File: config.mk
export PLATFORM = sky130hd
export DESIGN_NAME = pid_speed_to_pwm_duty_core_flat
export DESIGN_NICKNAME = d
export VERILOG_FILES = /design/src/rtl/core/pidsp_pkg.sv /design/src/rtl/core/pidsp_in_if.sv /design/src/rtl/core/pidsp_out_if.sv /design/src/rtl/core/pidsp_div.sv /design/src/rtl/core/pid_speed_to_pwm_duty_core.sv /design/src/flat_wrapper.sv
export SDC_FILE = /design/constraint.sdc
export NUM_CORES = 2
export LEC_CHECK = 0
export ABC_AREA = 1
export BUFFER_PORTS_ARGS = -buffer_cell sky130_fd_sc_hd__buf_2
export CELL_PAD_IN_SITES_DETAIL_PLACEMENT = 0
export CELL_PAD_IN_SITES_GLOBAL_PLACEMENT = 1
export CORE_MARGIN = 2
export CORE_UTILIZATION = 34
export DETAILED_ROUTE_END_ITERATION = 6
export HOLD_SLACK_MARGIN = 0.06
export PLACE_DENSITY = 0.66
export SLEW_MARGIN = 10
export SYNTH_ARGS = -nofsm -noshare
export SYNTH_HDL_FRONTEND = slang
export SYNTH_SLANG_ARGS = --single-unit
File: constraint.sdc
create_clock -name i_clk -period 10.7 [get_ports i_clk]
set_clock_uncertainty 0.1 [all_clocks]
set_input_delay 2.14 -clock i_clk [delete_from_list [all_inputs] [get_ports i_clk]]
set_output_delay 2.14 -clock i_clk [all_outputs]
set_load 0.1 [all_outputs]
File: src/rtl/core/pidsp_pkg.sv
// Types, constants and the control program of the PID speed-to-duty core.
package pidsp_pkg;

    // Fixed field widths
    localparam int GAIN_W    = 16;             // Q8.8 gains, Q0.16 interval, PWM period
    localparam int DUTY_W    = 16;
    localparam int CFG_IDX_W = 3;
    localparam int CFG_W     = 16;
    localparam int INT_W     = 40;             // integral accumulator, signed Q.16
    localparam int INT_LO_W  = 20;             // split point for the integral product
    localparam int MUL_B_W   = 21;             // signed multiplier operand B
    localparam int MUL_P_W   = GAIN_W + 1 + MUL_B_W;
    localparam int TMP_W     = GAIN_W + INT_W + 1;
    localparam int DIV_STEP  = 3;              // quotient bits per divider cycle

    // Register reset values
    localparam int SETPOINT_RST = 3000;
    localparam int GAIN_RST     = 256;
    localparam int INTERVAL_RST = 109;
    localparam int CEILING_RST  = 3500;
    localparam int FLOOR_RST    = 0;
    localparam int PERIOD_RST   = 0;

    typedef enum logic [CFG_IDX_W-1:0] {
        CFG_SETPOINT = 3'd0,
        CFG_GAIN_P   = 3'd1,
        CFG_GAIN_I   = 3'd2,
        CFG_GAIN_D   = 3'd3,
        CFG_INTERVAL = 3'd4,
        CFG_CEILING  = 3'd5,
        CFG_FLOOR    = 3'd6,
        CFG_PERIOD   = 3'd7
    } t_cfg_idx;

    // Datapath operations, one per control word
    typedef enum logic [4:0] {
        OP_NOP,
        OP_IDLE,        // load error and accumulator when an item arrives
        OP_MUL_ESI,     // product = interval * error
        OP_INTEG,       // integral += product, saturating
        OP_MUL_P,       // product = Kp * error
        OP_ACC_ADD,     // acc += product
        OP_MUL_ILO,     // product = Ki * integral low part
        OP_TMP_SET,     // tmp = product
        OP_MUL_IHI,     // product = Ki * integral high part
        OP_TMP_COMB,    // tmp += product << INT_LO_W
        OP_I_BIAS,      // bias negative tmp for round toward zero
        OP_ACC_ADD_I,   // acc += tmp >>> 16
        OP_DIFF,        // error difference magnitude and sign, store error
        OP_MUL_D,       // product = Kd * |de|
        OP_DIV_D,       // start divider: (product << 16) / interval
        OP_DIV_WAIT,
        OP_ACC_ADD_D,   // acc +/-= quotient
        OP_MAG,         // magnitude of acc, drop fraction
        OP_CLAMP,       // clamp to [floor, ceiling]
        OP_MUL_DUTY,    // product = period * target
        OP_DIV_Q,       // start divider: product / span
        OP_DUTY_SAT,    // saturate quotient to duty
        OP_DUTY_ZERO,
        OP_EMIT         // load output register
    } t_op;

    typedef enum logic [2:0] {
        COND_NONE,      // advance
        COND_ALWAYS,
        COND_NO_ITEM,
        COND_SI_ZERO,
        COND_DIV_BUSY,
        COND_NO_SPAN,
        COND_OUT_BUSY
    } t_cond;

    localparam int PC_W = 5;

    typedef struct packed {
        t_op             op;
        t_cond           cond;
        logic [PC_W-1:0] target;
    } t_uword;

    // Jump labels
    localparam logic [PC_W-1:0] L_IDLE      = 5'd0;
    localparam logic [PC_W-1:0] L_DIVD_WAIT = 5'd14;
    localparam logic [PC_W-1:0] L_MAG       = 5'd16;
    localparam logic [PC_W-1:0] L_DIVQ_WAIT = 5'd20;
    localparam logic [PC_W-1:0] L_DUTY_ZERO = 5'd22;
    localparam logic [PC_W-1:0] L_EMIT      = 5'd23;

    function automatic t_uword uw(input t_op op, input t_cond cond,
                                  input logic [PC_W-1:0] target);
        t_uword w;
        w.op     = op;
        w.cond   = cond;
        w.target = target;
        return w;
    endfunction

    // Control store: jump to target when the condition holds, else advance
    function automatic t_uword uprog(input logic [PC_W-1:0] pc);
        t_uword w;
        unique case (pc)
            5'd0:    w = uw(OP_IDLE,      COND_NO_ITEM,  L_IDLE);
            5'd1:    w = uw(OP_MUL_ESI,   COND_NONE,     L_IDLE);
            5'd2:    w = uw(OP_INTEG,     COND_NONE,     L_IDLE);
            5'd3:    w = uw(OP_MUL_P,     COND_NONE,     L_IDLE);
            5'd4:    w = uw(OP_ACC_ADD,   COND_NONE,     L_IDLE);
            5'd5:    w = uw(OP_MUL_ILO,   COND_NONE,     L_IDLE);
            5'd6:    w = uw(OP_TMP_SET,   COND_NONE,     L_IDLE);
            5'd7:    w = uw(OP_MUL_IHI,   COND_NONE,     L_IDLE);
            5'd8:    w = uw(OP_TMP_COMB,  COND_NONE,     L_IDLE);
            5'd9:    w = uw(OP_I_BIAS,    COND_NONE,     L_IDLE);
            5'd10:   w = uw(OP_ACC_ADD_I, COND_NONE,     L_IDLE);
            5'd11:   w = uw(OP_DIFF,      COND_SI_ZERO,  L_MAG);
            5'd12:   w = uw(OP_MUL_D,     COND_NONE,     L_IDLE);
            5'd13:   w = uw(OP_DIV_D,     COND_NONE,     L_IDLE);
            5'd14:   w = uw(OP_DIV_WAIT,  COND_DIV_BUSY, L_DIVD_WAIT);
            5'd15:   w = uw(OP_ACC_ADD_D, COND_NONE,     L_IDLE);
            5'd16:   w = uw(OP_MAG,       COND_NONE,     L_IDLE);
            5'd17:   w = uw(OP_CLAMP,     COND_NO_SPAN,  L_DUTY_ZERO);
            5'd18:   w = uw(OP_MUL_DUTY,  COND_NONE,     L_IDLE);
            5'd19:   w = uw(OP_DIV_Q,     COND_NONE,     L_IDLE);
            5'd20:   w = uw(OP_DIV_WAIT,  COND_DIV_BUSY, L_DIVQ_WAIT);
            5'd21:   w = uw(OP_DUTY_SAT,  COND_ALWAYS,   L_EMIT);
            5'd22:   w = uw(OP_DUTY_ZERO, COND_NONE,     L_IDLE);
            5'd23:   w = uw(OP_EMIT,      COND_OUT_BUSY, L_EMIT);
            5'd24:   w = uw(OP_NOP,       COND_ALWAYS,   L_IDLE);
            default: w = uw(OP_NOP,       COND_ALWAYS,   L_IDLE);
        endcase
        return w;
    endfunction

endpackage

File: src/rtl/core/pidsp_in_if.sv
// Input channel: one measured speed sample per item.
interface pidsp_in_if #(
    parameter int RPM_BITS = 14
);
    logic                valid;
    logic                ready;
    logic [RPM_BITS-1:0] measured_rpm;

    modport source (output valid, output measured_rpm, input ready);
    modport sink   (input valid, input measured_rpm, output ready);
endinterface

File: src/rtl/core/pidsp_out_if.sv
// Output channel: duty count, speed target and clamp flag per item.
interface pidsp_out_if #(
    parameter int RPM_BITS = 14
);
    logic                valid;
    logic                ready;
    logic [15:0]         duty_count;
    logic [RPM_BITS-1:0] speed_target;
    logic                clamped;

    modport source (output valid, output duty_count, output speed_target, output clamped,
                    input ready);
    modport sink   (input valid, input duty_count, input speed_target, input clamped,
                    output ready);
endinterface

File: src/rtl/core/pidsp_div.sv
// Unsigned restoring divider, a few quotient bits per cycle.
module pidsp_div #(
    parameter int N_W = 47,
    parameter int D_W = 16
) (
    input  logic           i_clk,
    input  logic           i_rst_n,
    input  logic           i_start,
    input  logic [N_W-1:0] i_num,
    input  logic [D_W-1:0] i_den,
    output logic           o_busy,
    output logic [N_W-1:0] o_quo
);
    localparam int ITER  = (N_W + pidsp_pkg::DIV_STEP - 1) / pidsp_pkg::DIV_STEP;
    localparam int N_PAD = ITER * pidsp_pkg::DIV_STEP;
    localparam int CNT_W = $clog2(ITER + 1);

    logic [CNT_W-1:0] r_cnt;
    logic [N_PAD-1:0] r_q;
    logic [D_W-1:0]   r_rem;
    logic [D_W-1:0]   r_den;
    logic [N_PAD-1:0] n_q;
    logic [D_W-1:0]   n_rem;

    always_comb begin
        logic [D_W:0] trial;
        n_q   = r_q;
        n_rem = r_rem;
        for (int k = 0; k < pidsp_pkg::DIV_STEP; k++) begin
            trial = {n_rem, n_q[N_PAD-1]};
            n_q   = {n_q[N_PAD-2:0], 1'b0};
            if (trial >= {1'b0, r_den}) begin
                n_rem  = D_W'(trial - {1'b0, r_den});
                n_q[0] = 1'b1;
            end else begin
                n_rem = trial[D_W-1:0];
            end
        end
    end

    always_ff @(posedge i_clk) begin
        if (!i_rst_n) begin
            r_cnt <= '0;
        end else if (i_start) begin
            r_cnt <= CNT_W'(ITER);
        end else if (r_cnt != '0) begin
            r_cnt <= r_cnt - 1'b1;
        end
    end

    always_ff @(posedge i_clk) begin
        if (i_start) begin
            r_q   <= N_PAD'(i_num);
            r_rem <= '0;
            r_den <= i_den;
        end else if (r_cnt != '0) begin
            r_q   <= n_q;
            r_rem <= n_rem;
        end
    end

    assign o_busy = (r_cnt != '0);
    assign o_quo  = r_q[N_W-1:0];

endmodule

File: src/rtl/core/pid_speed_to_pwm_duty_core.sv
// PID speed controller with clamped speed target and PWM duty scaling.
//
//  channel  | dir | handshake            | payload
//  ---------+-----+----------------------+-------------------------------------------
//  i_speed  | in  | valid/ready          | measured_rpm[RPM_BITS]
//  o_ctl    | out | valid/ready          | duty_count[16], speed_target[RPM_BITS], clamped
//  i_cfg_*  | in  | write enable, no ack | idx[3], data[16]
//
// One item at a time runs through a microcoded sequencer: a 25-word control store
// drives one 17x21 multiplier, a 40-bit integral, a wide accumulator and a shared
// divider that retires 3 quotient bits a cycle. Most of an item's time goes to the
// two divider passes: derivative over the interval, then period*target over the span.
// Reset (synchronous, active low) loads the register defaults and clears the
// integral and previous error. The result sits in an output register, so a stalled
// sink does not hold the next sample; the sequencer waits only at its emit step
// if the previous result is still not taken.
module pid_speed_to_pwm_duty_core #(
    parameter int RPM_BITS = 14
) (
    input  logic                                 i_clk,
    input  logic                                 i_rst_n,
    pidsp_in_if.sink                             i_speed,
    pidsp_out_if.source                          o_ctl,
    input  logic                                 i_cfg_we,
    input  logic [pidsp_pkg::CFG_IDX_W-1:0]      i_cfg_idx,
    input  logic [pidsp_pkg::CFG_W-1:0]          i_cfg_data
);
    localparam int GW      = pidsp_pkg::GAIN_W;
    localparam int E_W     = RPM_BITS + 1;        // signed error
    localparam int DM_W    = RPM_BITS + 1;        // |error difference|
    localparam int DIV_N_W = DM_W + 32;           // (Kd*|de|) << 16
    localparam int ACC_W   = RPM_BITS + 36;       // Q.8 sum of all terms
    localparam int MAG_W   = ACC_W - 8;
    localparam int INT_W   = pidsp_pkg::INT_W;
    localparam int INT_XW  = INT_W + 1;
    localparam int ILO_W   = pidsp_pkg::INT_LO_W;
    localparam int MB_W    = pidsp_pkg::MUL_B_W;
    localparam int MP_W    = pidsp_pkg::MUL_P_W;
    localparam int TMP_W   = pidsp_pkg::TMP_W;

    // Configuration registers
    logic [RPM_BITS-1:0] r_setpoint;
    logic [GW-1:0]       r_gp;
    logic [GW-1:0]       r_gi;
    logic [GW-1:0]       r_gd;
    logic [GW-1:0]       r_si;
    logic [RPM_BITS-1:0] r_ceil;
    logic [RPM_BITS-1:0] r_floor;
    logic [GW-1:0]       r_period;

    // Sequencer and controller state
    logic [pidsp_pkg::PC_W-1:0] r_pc;
    logic [pidsp_pkg::PC_W-1:0] n_pc;
    pidsp_pkg::t_uword          uword;
    logic                       take_jump;
    logic signed [INT_W-1:0]    r_integ;
    logic signed [INT_W-1:0]    n_integ;
    logic signed [E_W-1:0]      r_prev_err;

    // Datapath
    logic signed [E_W-1:0]   r_err;
    logic                    r_dneg;
    logic [DM_W-1:0]         r_dmag;
    logic signed [MP_W-1:0]  r_prod;
    logic signed [TMP_W-1:0] r_tmp;
    logic signed [ACC_W-1:0] r_acc;
    logic [MAG_W-1:0]        r_mag;
    logic [RPM_BITS-1:0]     r_target;
    logic                    r_clamped;
    logic [GW-1:0]           r_duty;

    // Output register
    logic                    r_out_valid;
    logic [GW-1:0]           r_out_duty;
    logic [RPM_BITS-1:0]     r_out_target;
    logic                    r_out_clamped;

    logic                    accept;
    logic                    out_busy;
    logic [GW-1:0]           mul_a;
    logic signed [MB_W-1:0]  mul_b;
    logic signed [MP_W-1:0]  mul_p;
    logic signed [INT_W:0]   integ_sum;
    logic signed [E_W:0]     de;
    logic signed [E_W:0]     de_abs;
    logic signed [ACC_W-1:0] acc_abs;
    logic signed [ACC_W-1:0] d_term;

    logic                    div_start;
    logic [DIV_N_W-1:0]      div_num;
    logic [GW-1:0]           div_den;
    logic                    div_busy;
    logic [DIV_N_W-1:0]      div_quo;

    assign uword         = pidsp_pkg::uprog(r_pc);
    assign i_speed.ready = (r_pc == pidsp_pkg::L_IDLE);
    assign accept        = i_speed.valid & i_speed.ready;
    assign out_busy      = r_out_valid & ~o_ctl.ready;

    // Next step: jump when the word's condition holds, else advance
    always_comb begin
        case (uword.cond)
            pidsp_pkg::COND_NONE:     take_jump = 1'b0;
            pidsp_pkg::COND_ALWAYS:   take_jump = 1'b1;
            pidsp_pkg::COND_NO_ITEM:  take_jump = ~accept;
            pidsp_pkg::COND_SI_ZERO:  take_jump = (r_si == '0);
            pidsp_pkg::COND_DIV_BUSY: take_jump = div_busy;
            pidsp_pkg::COND_NO_SPAN:  take_jump = (r_ceil <= r_floor);
            pidsp_pkg::COND_OUT_BUSY: take_jump = out_busy;
            default:                  take_jump = 1'b1;
        endcase
        n_pc = take_jump ? uword.target : r_pc + 1'b1;
    end

    // Shared multiplier operand select
    always_comb begin
        case (uword.op)
            pidsp_pkg::OP_MUL_ESI: begin
                mul_a = r_si;
                mul_b = MB_W'(r_err);
            end
            pidsp_pkg::OP_MUL_ILO: begin
                mul_a = r_gi;
                mul_b = MB_W'({1'b0, r_integ[ILO_W-1:0]});
            end
            pidsp_pkg::OP_MUL_IHI: begin
                mul_a = r_gi;
                mul_b = MB_W'($signed(r_integ[INT_W-1:ILO_W]));
            end
            pidsp_pkg::OP_MUL_D: begin
                mul_a = r_gd;
                mul_b = MB_W'(r_dmag);
            end
            pidsp_pkg::OP_MUL_DUTY: begin
                mul_a = r_period;
                mul_b = MB_W'(r_target);
            end
            default: begin
                mul_a = r_gp;
                mul_b = MB_W'(r_err);
            end
        endcase
    end

    assign mul_p = $signed({1'b0, mul_a}) * mul_b;

    // Integral update, saturating to the 40-bit range
    always_comb begin
        integ_sum = INT_XW'(r_integ) + INT_XW'(r_prod);
        if (integ_sum[INT_W] != integ_sum[INT_W-1]) begin
            n_integ = integ_sum[INT_W] ? {1'b1, {(INT_W-1){1'b0}}}
                                       : {1'b0, {(INT_W-1){1'b1}}};
        end else begin
            n_integ = integ_sum[INT_W-1:0];
        end
    end

    assign de      = (E_W+1)'(r_err) - (E_W+1)'(r_prev_err);
    assign de_abs  = de[E_W] ? -de : de;
    assign acc_abs = r_acc[ACC_W-1] ? -r_acc : r_acc;
    assign d_term  = r_dneg ? -ACC_W'({1'b0, div_quo}) : ACC_W'({1'b0, div_quo});

    // Divider: derivative pass or duty pass
    assign div_start = (uword.op == pidsp_pkg::OP_DIV_D) || (uword.op == pidsp_pkg::OP_DIV_Q);
    assign div_num   = (uword.op == pidsp_pkg::OP_DIV_D) ? {r_prod[DM_W+15:0], 16'b0}
                                                         : DIV_N_W'(r_prod[RPM_BITS+15:0]);
    assign div_den   = (uword.op == pidsp_pkg::OP_DIV_D) ? r_si : GW'(r_ceil - r_floor);

    pidsp_div #(
        .N_W (DIV_N_W),
        .D_W (GW)
    ) u_div (
        .i_clk   (i_clk),
        .i_rst_n (i_rst_n),
        .i_start (div_start),
        .i_num   (div_num),
        .i_den   (div_den),
        .o_busy  (div_busy),
        .o_quo   (div_quo)
    );

    // Control state, configuration and controller memory
    always_ff @(posedge i_clk) begin
        if (!i_rst_n) begin
            r_pc        <= pidsp_pkg::L_IDLE;
            r_setpoint  <= RPM_BITS'(pidsp_pkg::SETPOINT_RST);
            r_gp        <= GW'(pidsp_pkg::GAIN_RST);
            r_gi        <= GW'(pidsp_pkg::GAIN_RST);
            r_gd        <= GW'(pidsp_pkg::GAIN_RST);
            r_si        <= GW'(pidsp_pkg::INTERVAL_RST);
            r_ceil      <= RPM_BITS'(pidsp_pkg::CEILING_RST);
            r_floor     <= RPM_BITS'(pidsp_pkg::FLOOR_RST);
            r_period    <= GW'(pidsp_pkg::PERIOD_RST);
            r_integ     <= '0;
            r_prev_err  <= '0;
            r_out_valid <= 1'b0;
        end else begin
            r_pc <= n_pc;

            if (i_cfg_we) begin
                unique case (pidsp_pkg::t_cfg_idx'(i_cfg_idx))
                    pidsp_pkg::CFG_SETPOINT: r_setpoint <= i_cfg_data[RPM_BITS-1:0];
                    pidsp_pkg::CFG_GAIN_P:   r_gp       <= i_cfg_data;
                    pidsp_pkg::CFG_GAIN_I:   r_gi       <= i_cfg_data;
                    pidsp_pkg::CFG_GAIN_D:   r_gd       <= i_cfg_data;
                    pidsp_pkg::CFG_INTERVAL: r_si       <= i_cfg_data;
                    pidsp_pkg::CFG_CEILING:  r_ceil     <= i_cfg_data[RPM_BITS-1:0];
                    pidsp_pkg::CFG_FLOOR:    r_floor    <= i_cfg_data[RPM_BITS-1:0];
                    pidsp_pkg::CFG_PERIOD:   r_period   <= i_cfg_data;
                    default: ;
                endcase
            end

            // A zero interval gives a zero product, so the sum is unchanged
            if (uword.op == pidsp_pkg::OP_INTEG) begin
                r_integ <= n_integ;
            end
            if (uword.op == pidsp_pkg::OP_DIFF) begin
                r_prev_err <= r_err;
            end

            if (uword.op == pidsp_pkg::OP_EMIT && !out_busy) begin
                r_out_valid <= 1'b1;
            end else if (o_ctl.ready) begin
                r_out_valid <= 1'b0;
            end
        end
    end

    // Datapath registers
    always_ff @(posedge i_clk) begin
        case (uword.op)
            pidsp_pkg::OP_IDLE: begin
                if (accept) begin
                    r_err <= $signed({1'b0, r_setpoint}) - $signed({1'b0, i_speed.measured_rpm});
                    r_acc <= ACC_W'({1'b0, i_speed.measured_rpm, 8'b0});
                end
            end
            pidsp_pkg::OP_MUL_ESI,
            pidsp_pkg::OP_MUL_P,
            pidsp_pkg::OP_MUL_ILO,
            pidsp_pkg::OP_MUL_IHI,
            pidsp_pkg::OP_MUL_D,
            pidsp_pkg::OP_MUL_DUTY: r_prod <= mul_p;
            pidsp_pkg::OP_ACC_ADD:   r_acc <= r_acc + ACC_W'(r_prod);
            pidsp_pkg::OP_TMP_SET:   r_tmp <= TMP_W'(r_prod);
            pidsp_pkg::OP_TMP_COMB:  r_tmp <= (TMP_W'(r_prod) <<< ILO_W) + r_tmp;
            // Bias a negative product so the shift rounds toward zero
            pidsp_pkg::OP_I_BIAS:    r_tmp <= r_tmp + (r_tmp[TMP_W-1] ? TMP_W'(16'hFFFF) : '0);
            pidsp_pkg::OP_ACC_ADD_I: r_acc <= r_acc + ACC_W'(r_tmp >>> 16);
            pidsp_pkg::OP_DIFF: begin
                r_dneg <= de[E_W];
                r_dmag <= de_abs[DM_W-1:0];
            end
            pidsp_pkg::OP_ACC_ADD_D: r_acc <= r_acc + d_term;
            pidsp_pkg::OP_MAG:       r_mag <= acc_abs[ACC_W-1:8];
            // Ceiling test first, so a value above the ceiling yields the ceiling even when the floor lies above it
            pidsp_pkg::OP_CLAMP: begin
                if (r_mag > MAG_W'(r_ceil)) begin
                    r_target  <= r_ceil;
                    r_clamped <= 1'b1;
                end else if (r_mag < MAG_W'(r_floor)) begin
                    r_target  <= r_floor;
                    r_clamped <= 1'b1;
                end else begin
                    r_target  <= r_mag[RPM_BITS-1:0];
                    r_clamped <= 1'b0;
                end
            end
            pidsp_pkg::OP_DUTY_SAT:  r_duty <= (|div_quo[DIV_N_W-1:GW]) ? '1 : div_quo[GW-1:0];
            pidsp_pkg::OP_DUTY_ZERO: r_duty <= '0;
            pidsp_pkg::OP_EMIT: begin
                if (!out_busy) begin
                    r_out_duty    <= r_duty;
                    r_out_target  <= r_target;
                    r_out_clamped <= r_clamped;
                end
            end
            default: ;
        endcase
    end

    assign o_ctl.valid        = r_out_valid;
    assign o_ctl.duty_count   = r_out_duty;
    assign o_ctl.speed_target = r_out_target;
    assign o_ctl.clamped      = r_out_clamped;

endmodule

File: src/flat_wrapper.sv
// flat-port wrapper written by rule: the top's interface ports become plain ports
module pid_speed_to_pwm_duty_core_flat 
#(
    parameter int RPM_BITS = 14
)
  (i_clk, i_rst_n, i_cfg_we, i_cfg_idx, i_cfg_data, i_speed_valid, i_speed_measured_rpm, i_speed_ready, o_ctl_valid, o_ctl_duty_count, o_ctl_speed_target, o_ctl_clamped, o_ctl_ready);
  pidsp_in_if #(.RPM_BITS(RPM_BITS)) i_speed_i ();
  pidsp_out_if #(.RPM_BITS(RPM_BITS)) o_ctl_i ();
  input  logic i_clk;
  input  logic i_rst_n;
  input  logic i_cfg_we;
  input  logic [pidsp_pkg::CFG_IDX_W-1:0] i_cfg_idx;
  input  logic [pidsp_pkg::CFG_W-1:0] i_cfg_data;
  input wire logic [$bits(i_speed_i.valid)-1:0] i_speed_valid;
  input wire logic [$bits(i_speed_i.measured_rpm)-1:0] i_speed_measured_rpm;
  output wire logic [$bits(i_speed_i.ready)-1:0] i_speed_ready;
  output wire logic [$bits(o_ctl_i.valid)-1:0] o_ctl_valid;
  output wire logic [$bits(o_ctl_i.duty_count)-1:0] o_ctl_duty_count;
  output wire logic [$bits(o_ctl_i.speed_target)-1:0] o_ctl_speed_target;
  output wire logic [$bits(o_ctl_i.clamped)-1:0] o_ctl_clamped;
  input wire logic [$bits(o_ctl_i.ready)-1:0] o_ctl_ready;
  assign i_speed_i.valid = i_speed_valid;
  assign i_speed_i.measured_rpm = i_speed_measured_rpm;
  assign i_speed_ready = i_speed_i.ready;
  assign o_ctl_valid = o_ctl_i.valid;
  assign o_ctl_duty_count = o_ctl_i.duty_count;
  assign o_ctl_speed_target = o_ctl_i.speed_target;
  assign o_ctl_clamped = o_ctl_i.clamped;
  assign o_ctl_i.ready = o_ctl_ready;
  pid_speed_to_pwm_duty_core #(.RPM_BITS(RPM_BITS)) u_core (.i_clk(i_clk), .i_rst_n(i_rst_n), .i_speed(i_speed_i), .o_ctl(o_ctl_i), .i_cfg_we(i_cfg_we), .i_cfg_idx(i_cfg_idx), .i_cfg_data(i_cfg_data));
endmodule
==> flow_metrics.py <==
metrics = {
    "logic_synthesis": {
        "synth_async_reset_ratio_pct": 0,
        "synth_cell_types": 69,
        "syn-num-nets": 8100,
        "synth_seq_cells": 561,
        "synth_area_mm2": 0.0542,
        "post_synth.cell_area_avg_um2": 7.37,
        "synthCells": 7350,
        "synth_flop_cell": "sky130_fd_sc_hd__edfxtp_1",
        "synth.yosys.seq_area_share_pct": 27.1,
        "yosys_warnings": 0,
        "number_of_enable_type_register_cells_in_the_synthesized_netlist": 343,
    },
    "cts": {
        "cts-buffers-inserted": 72,
        "clk_path_buf_depth": 3,
        "clk_pin_slew_worst_paths_ps": 60,
        "cts-htree-levels": 3,
        "clock_sinks": 561,
        "post_cts_resized": 0,
        "clock_tree_from_tritoncts": "built",
        "clk_latency_ps": 680,
        "cts_post_setup_buffers_inserted": 0,
        "clock-root-buffer": "sky130_fd_sc_hd__clkbuf_16",
        "holdBufCountCts": 0,
    },
    "drt": {
        "detailroute.via_count": 50100,
        "drt_iter0_drc": 4663,
        "detail-route-antenna-nets": 0,
        "drc_errors": 0,
        "wire_per_inst_um": 22.1,
        "wl_mm": 209,
        "vias_per_cell": 5.28,
        "firstDrtPassIters": 6,
    },
    "placement": {
        "finalWeightedCongestion": 0.988,
        "io_buffer_count": 70,
        "hpwlAfterDp_mm": 169,
    },
    "die": {
        "initial_core_util_pct": 34.2,
        "chipHeight_um": 403,
        "core.rowCount": 146,
        "num_io_pins": 71,
        "design.core.area_mm2": 0.158,
        "floorplan.die.width_um": 403,
        "die_area_mm2": 0.162,
    },
    "timing": {
        "fin_crit_ps": 8810,
        "finalCritPeriodShare_pct": 82.4,
        "final-setup-viol-count": 0,
        "hold_viol": 0,
        "rsz0062_at_grt": "no",
        "worst_slew_pin_slew_ps": 1170,
        "max_freq_ghz": 0.113,
        "worst_slew_margin_rel_pct": 22.0,
        "sum_neg_setup_slack_ps": 0,
        "slew_violations": 0,
    },
    "critical_path": {
        "start_point_of_the_critical_path": "u_core.uword[12]",
        "cell_at_the_slowest_stage_of_the_critical_path": "sky130_fd_sc_hd__inv_1",
        "cp.required_ps": 11000,
        "category_of_the_worst_setup_path_capture_point": "flop",
        "cp.arrival_ps": 9110,
        "path_max_fanout": 21,
        "critical_path_start_end_classification": "reg -> reg",
        "start_kind": "flop",
        "worst-r2r-cell-count": 30,
        "register_to_register_path_setup_slack_ps": 1890,
        "cp_slowest_stage_delay_ps": 590,
        "regToRegEndpoint": "u_core.r_prod[35]",
        "worstSetupEndpoint": "u_core.r_prod[35]",
        "r2r_start": "u_core.uword[12]",
        "cpMostUsedCell": "sky130_fd_sc_hd__fa_1",
    },
    "grt": {
        "overflow": 0,
        "pin_count_of_the_biggest_net_entering_global_routing": 105,
        "grt_pass1_wl_mm": 310,
        "grt_antenna_before_repair": 6,
        "overall_routing_resource_usage_pct": 25.3,
        "grt_pass1_vias": 48600,
    },
    "finish": {
        "multi_input_comb_area_mm2": 0.0341,
        "fraction_of_final_layout_cells_sized_beyond_drive_strength_1_pct": 4.89,
        "layout.cells.most_common": "sky130_fd_sc_hd__nand2_1",
        "n_fill_cell": 17000,
        "area_used_by_sequential_logic_in_the_layout_mm2": 0.0147,
        "finish.net_count": 8110,
        "layout-area-overhead-vs-synth_pct": 9.14,
        "layout_common_cells": "sky130_fd_sc_hd__nand2_1 (1,428), sky130_fd_sc_hd__inv_1 (1,193), sky130_fd_sc_hd__nor2_1 (894), sky130_fd_sc_hd__o21ai_0 (523), sky130_fd_sc_hd__a21oi_1 (514)",
    },
    "worst_hold_path": {
        "hp-class": "reg -> reg",
    },
    "run_status": {
        "run_status": "completed",
    },
    "run": {
        "maxCapViolCount": 0,
    },
}
## cell usage after synthesis, types with 39 or more instances
cell type	instances	area [um2]
sky130_fd_sc_hd__clkbuf_1	111	417
sky130_fd_sc_hd__nor3_1	79	395
sky130_fd_sc_hd__nand3_1	390	1950
sky130_fd_sc_hd__xor2_1	134	1170
sky130_fd_sc_hd__inv_1	1194	4480
sky130_fd_sc_hd__ha_1	367	4590
sky130_fd_sc_hd__nor2_1	901	3380
sky130_fd_sc_hd__fa_1	345	6910
sky130_fd_sc_hd__o211ai_1	39	293
sky130_fd_sc_hd__nand2_1	1429	5360
sky130_fd_sc_hd__a31oi_1	66	413
sky130_fd_sc_hd__edfxtp_1	343	10300
sky130_fd_sc_hd__o21ai_0	524	2620
sky130_fd_sc_hd__dfxtp_1	218	4360
sky130_fd_sc_hd__xnor2_1	88	771
sky130_fd_sc_hd__o22ai_1	57	357
sky130_fd_sc_hd__buf_2	56	280
sky130_fd_sc_hd__a21oi_1	514	2570
sky130_fd_sc_hd__nand4_1	75	469
## per-layer routing
| metal | up-vias | part of all wire (%) | wire length (um) | global-route usage [%] |
|---|---|---|---|---|
| met5 | - | 0 | 0 | 0 |
| li1 | 24100 | - | - | - |
| met1 | 24100 | 46 | 96600 | 35.6 |
| met2 | 1663 | 44 | 92900 | 40.2 |
| met4 | 0 | 3.1 | 6510 | 7.58 |
| met3 | 272 | 6.4 | 13300 | 3.49 |
## sequential cells by signal, summed over array words and instances (netlist names), 38 cells and up
| register | cells |
|---|---|
| u_core.r_tmp | 57 |
| u_core.r_mag | 42 |
| u_core.r_prod | 38 |
| u_core.r_acc | 50 |
| u_core.u_div.r_q | 48 |
| u_core.r_integ | 40 |
## per-stage QoR
stage	setup WS [ps]	util, %	area, um2	hold WS (ps)	std cells
after floorplan	3670	-	54200	300	7350
after global placement	2060	35.9	56800	303	9358
after detailed placement	1970	35.9	56800	306	9358
after CTS	1930	37.4	59100	316	9488
after global routing	1260	37.4	59100	321	9488
final	1890	37.4	59100	314	9489
## worst max-delay path, delay by kind of cell (launching register included)
family	cells	cell delay, ps
adder cells (fa/ha/maj)	7	3470
AND/OR/NAND/NOR	11	1850
AO/OA/AOI/OAI	4	1330
buffers and inverters	7	1310
flip-flops	1	420
XOR/XNOR	1	60
## logic make-up after synthesis
kind of cell / count (synthesis) / share of synthesized area, %
flip-flops: 561 / 27.1
buffers and inverters: 1420 / 10.1
adder cells (fa/ha/maj): 712 / 21.2
AND/OR/NAND/NOR: 3016 / 23.3
AO/OA/AOI/OAI: 1419 / 14.7
XOR/XNOR: 222 / 3.59
## area by class of cell
class,instances,area share (%)
diodes,1,0.00423
clock buffers,94,3.33
clock inverters,36,0.644
inverters,1232,7.83
multi-input cells,5369,57.7
flip-flops and latches,561,24.8
well taps,2072,4.39
repair buffers,124,1.28
## worst min-delay path by stage
stage	startpoint	end	slack, ps	depth (start not counted)
finish	u_core.r_duty[12]	u_core.o_ctl.duty_count[12]	310	0
global route	u_core.r_duty[4]	u_core.o_ctl.duty_count[4]	320	0
CTS	u_core.r_duty[12]	u_core.o_ctl.duty_count[12]	320	0
detailed placement	u_core.r_duty[12]	u_core.o_ctl.duty_count[12]	310	0
global placement	u_core.r_duty[12]	u_core.o_ctl.duty_count[12]	300	0
floorplan	u_core.r_clamped	u_core.o_ctl.clamped	300	0
Power is not shown: default switching activity piles up to over one toggle a cycle in this logic, so the estimate is an artifact.
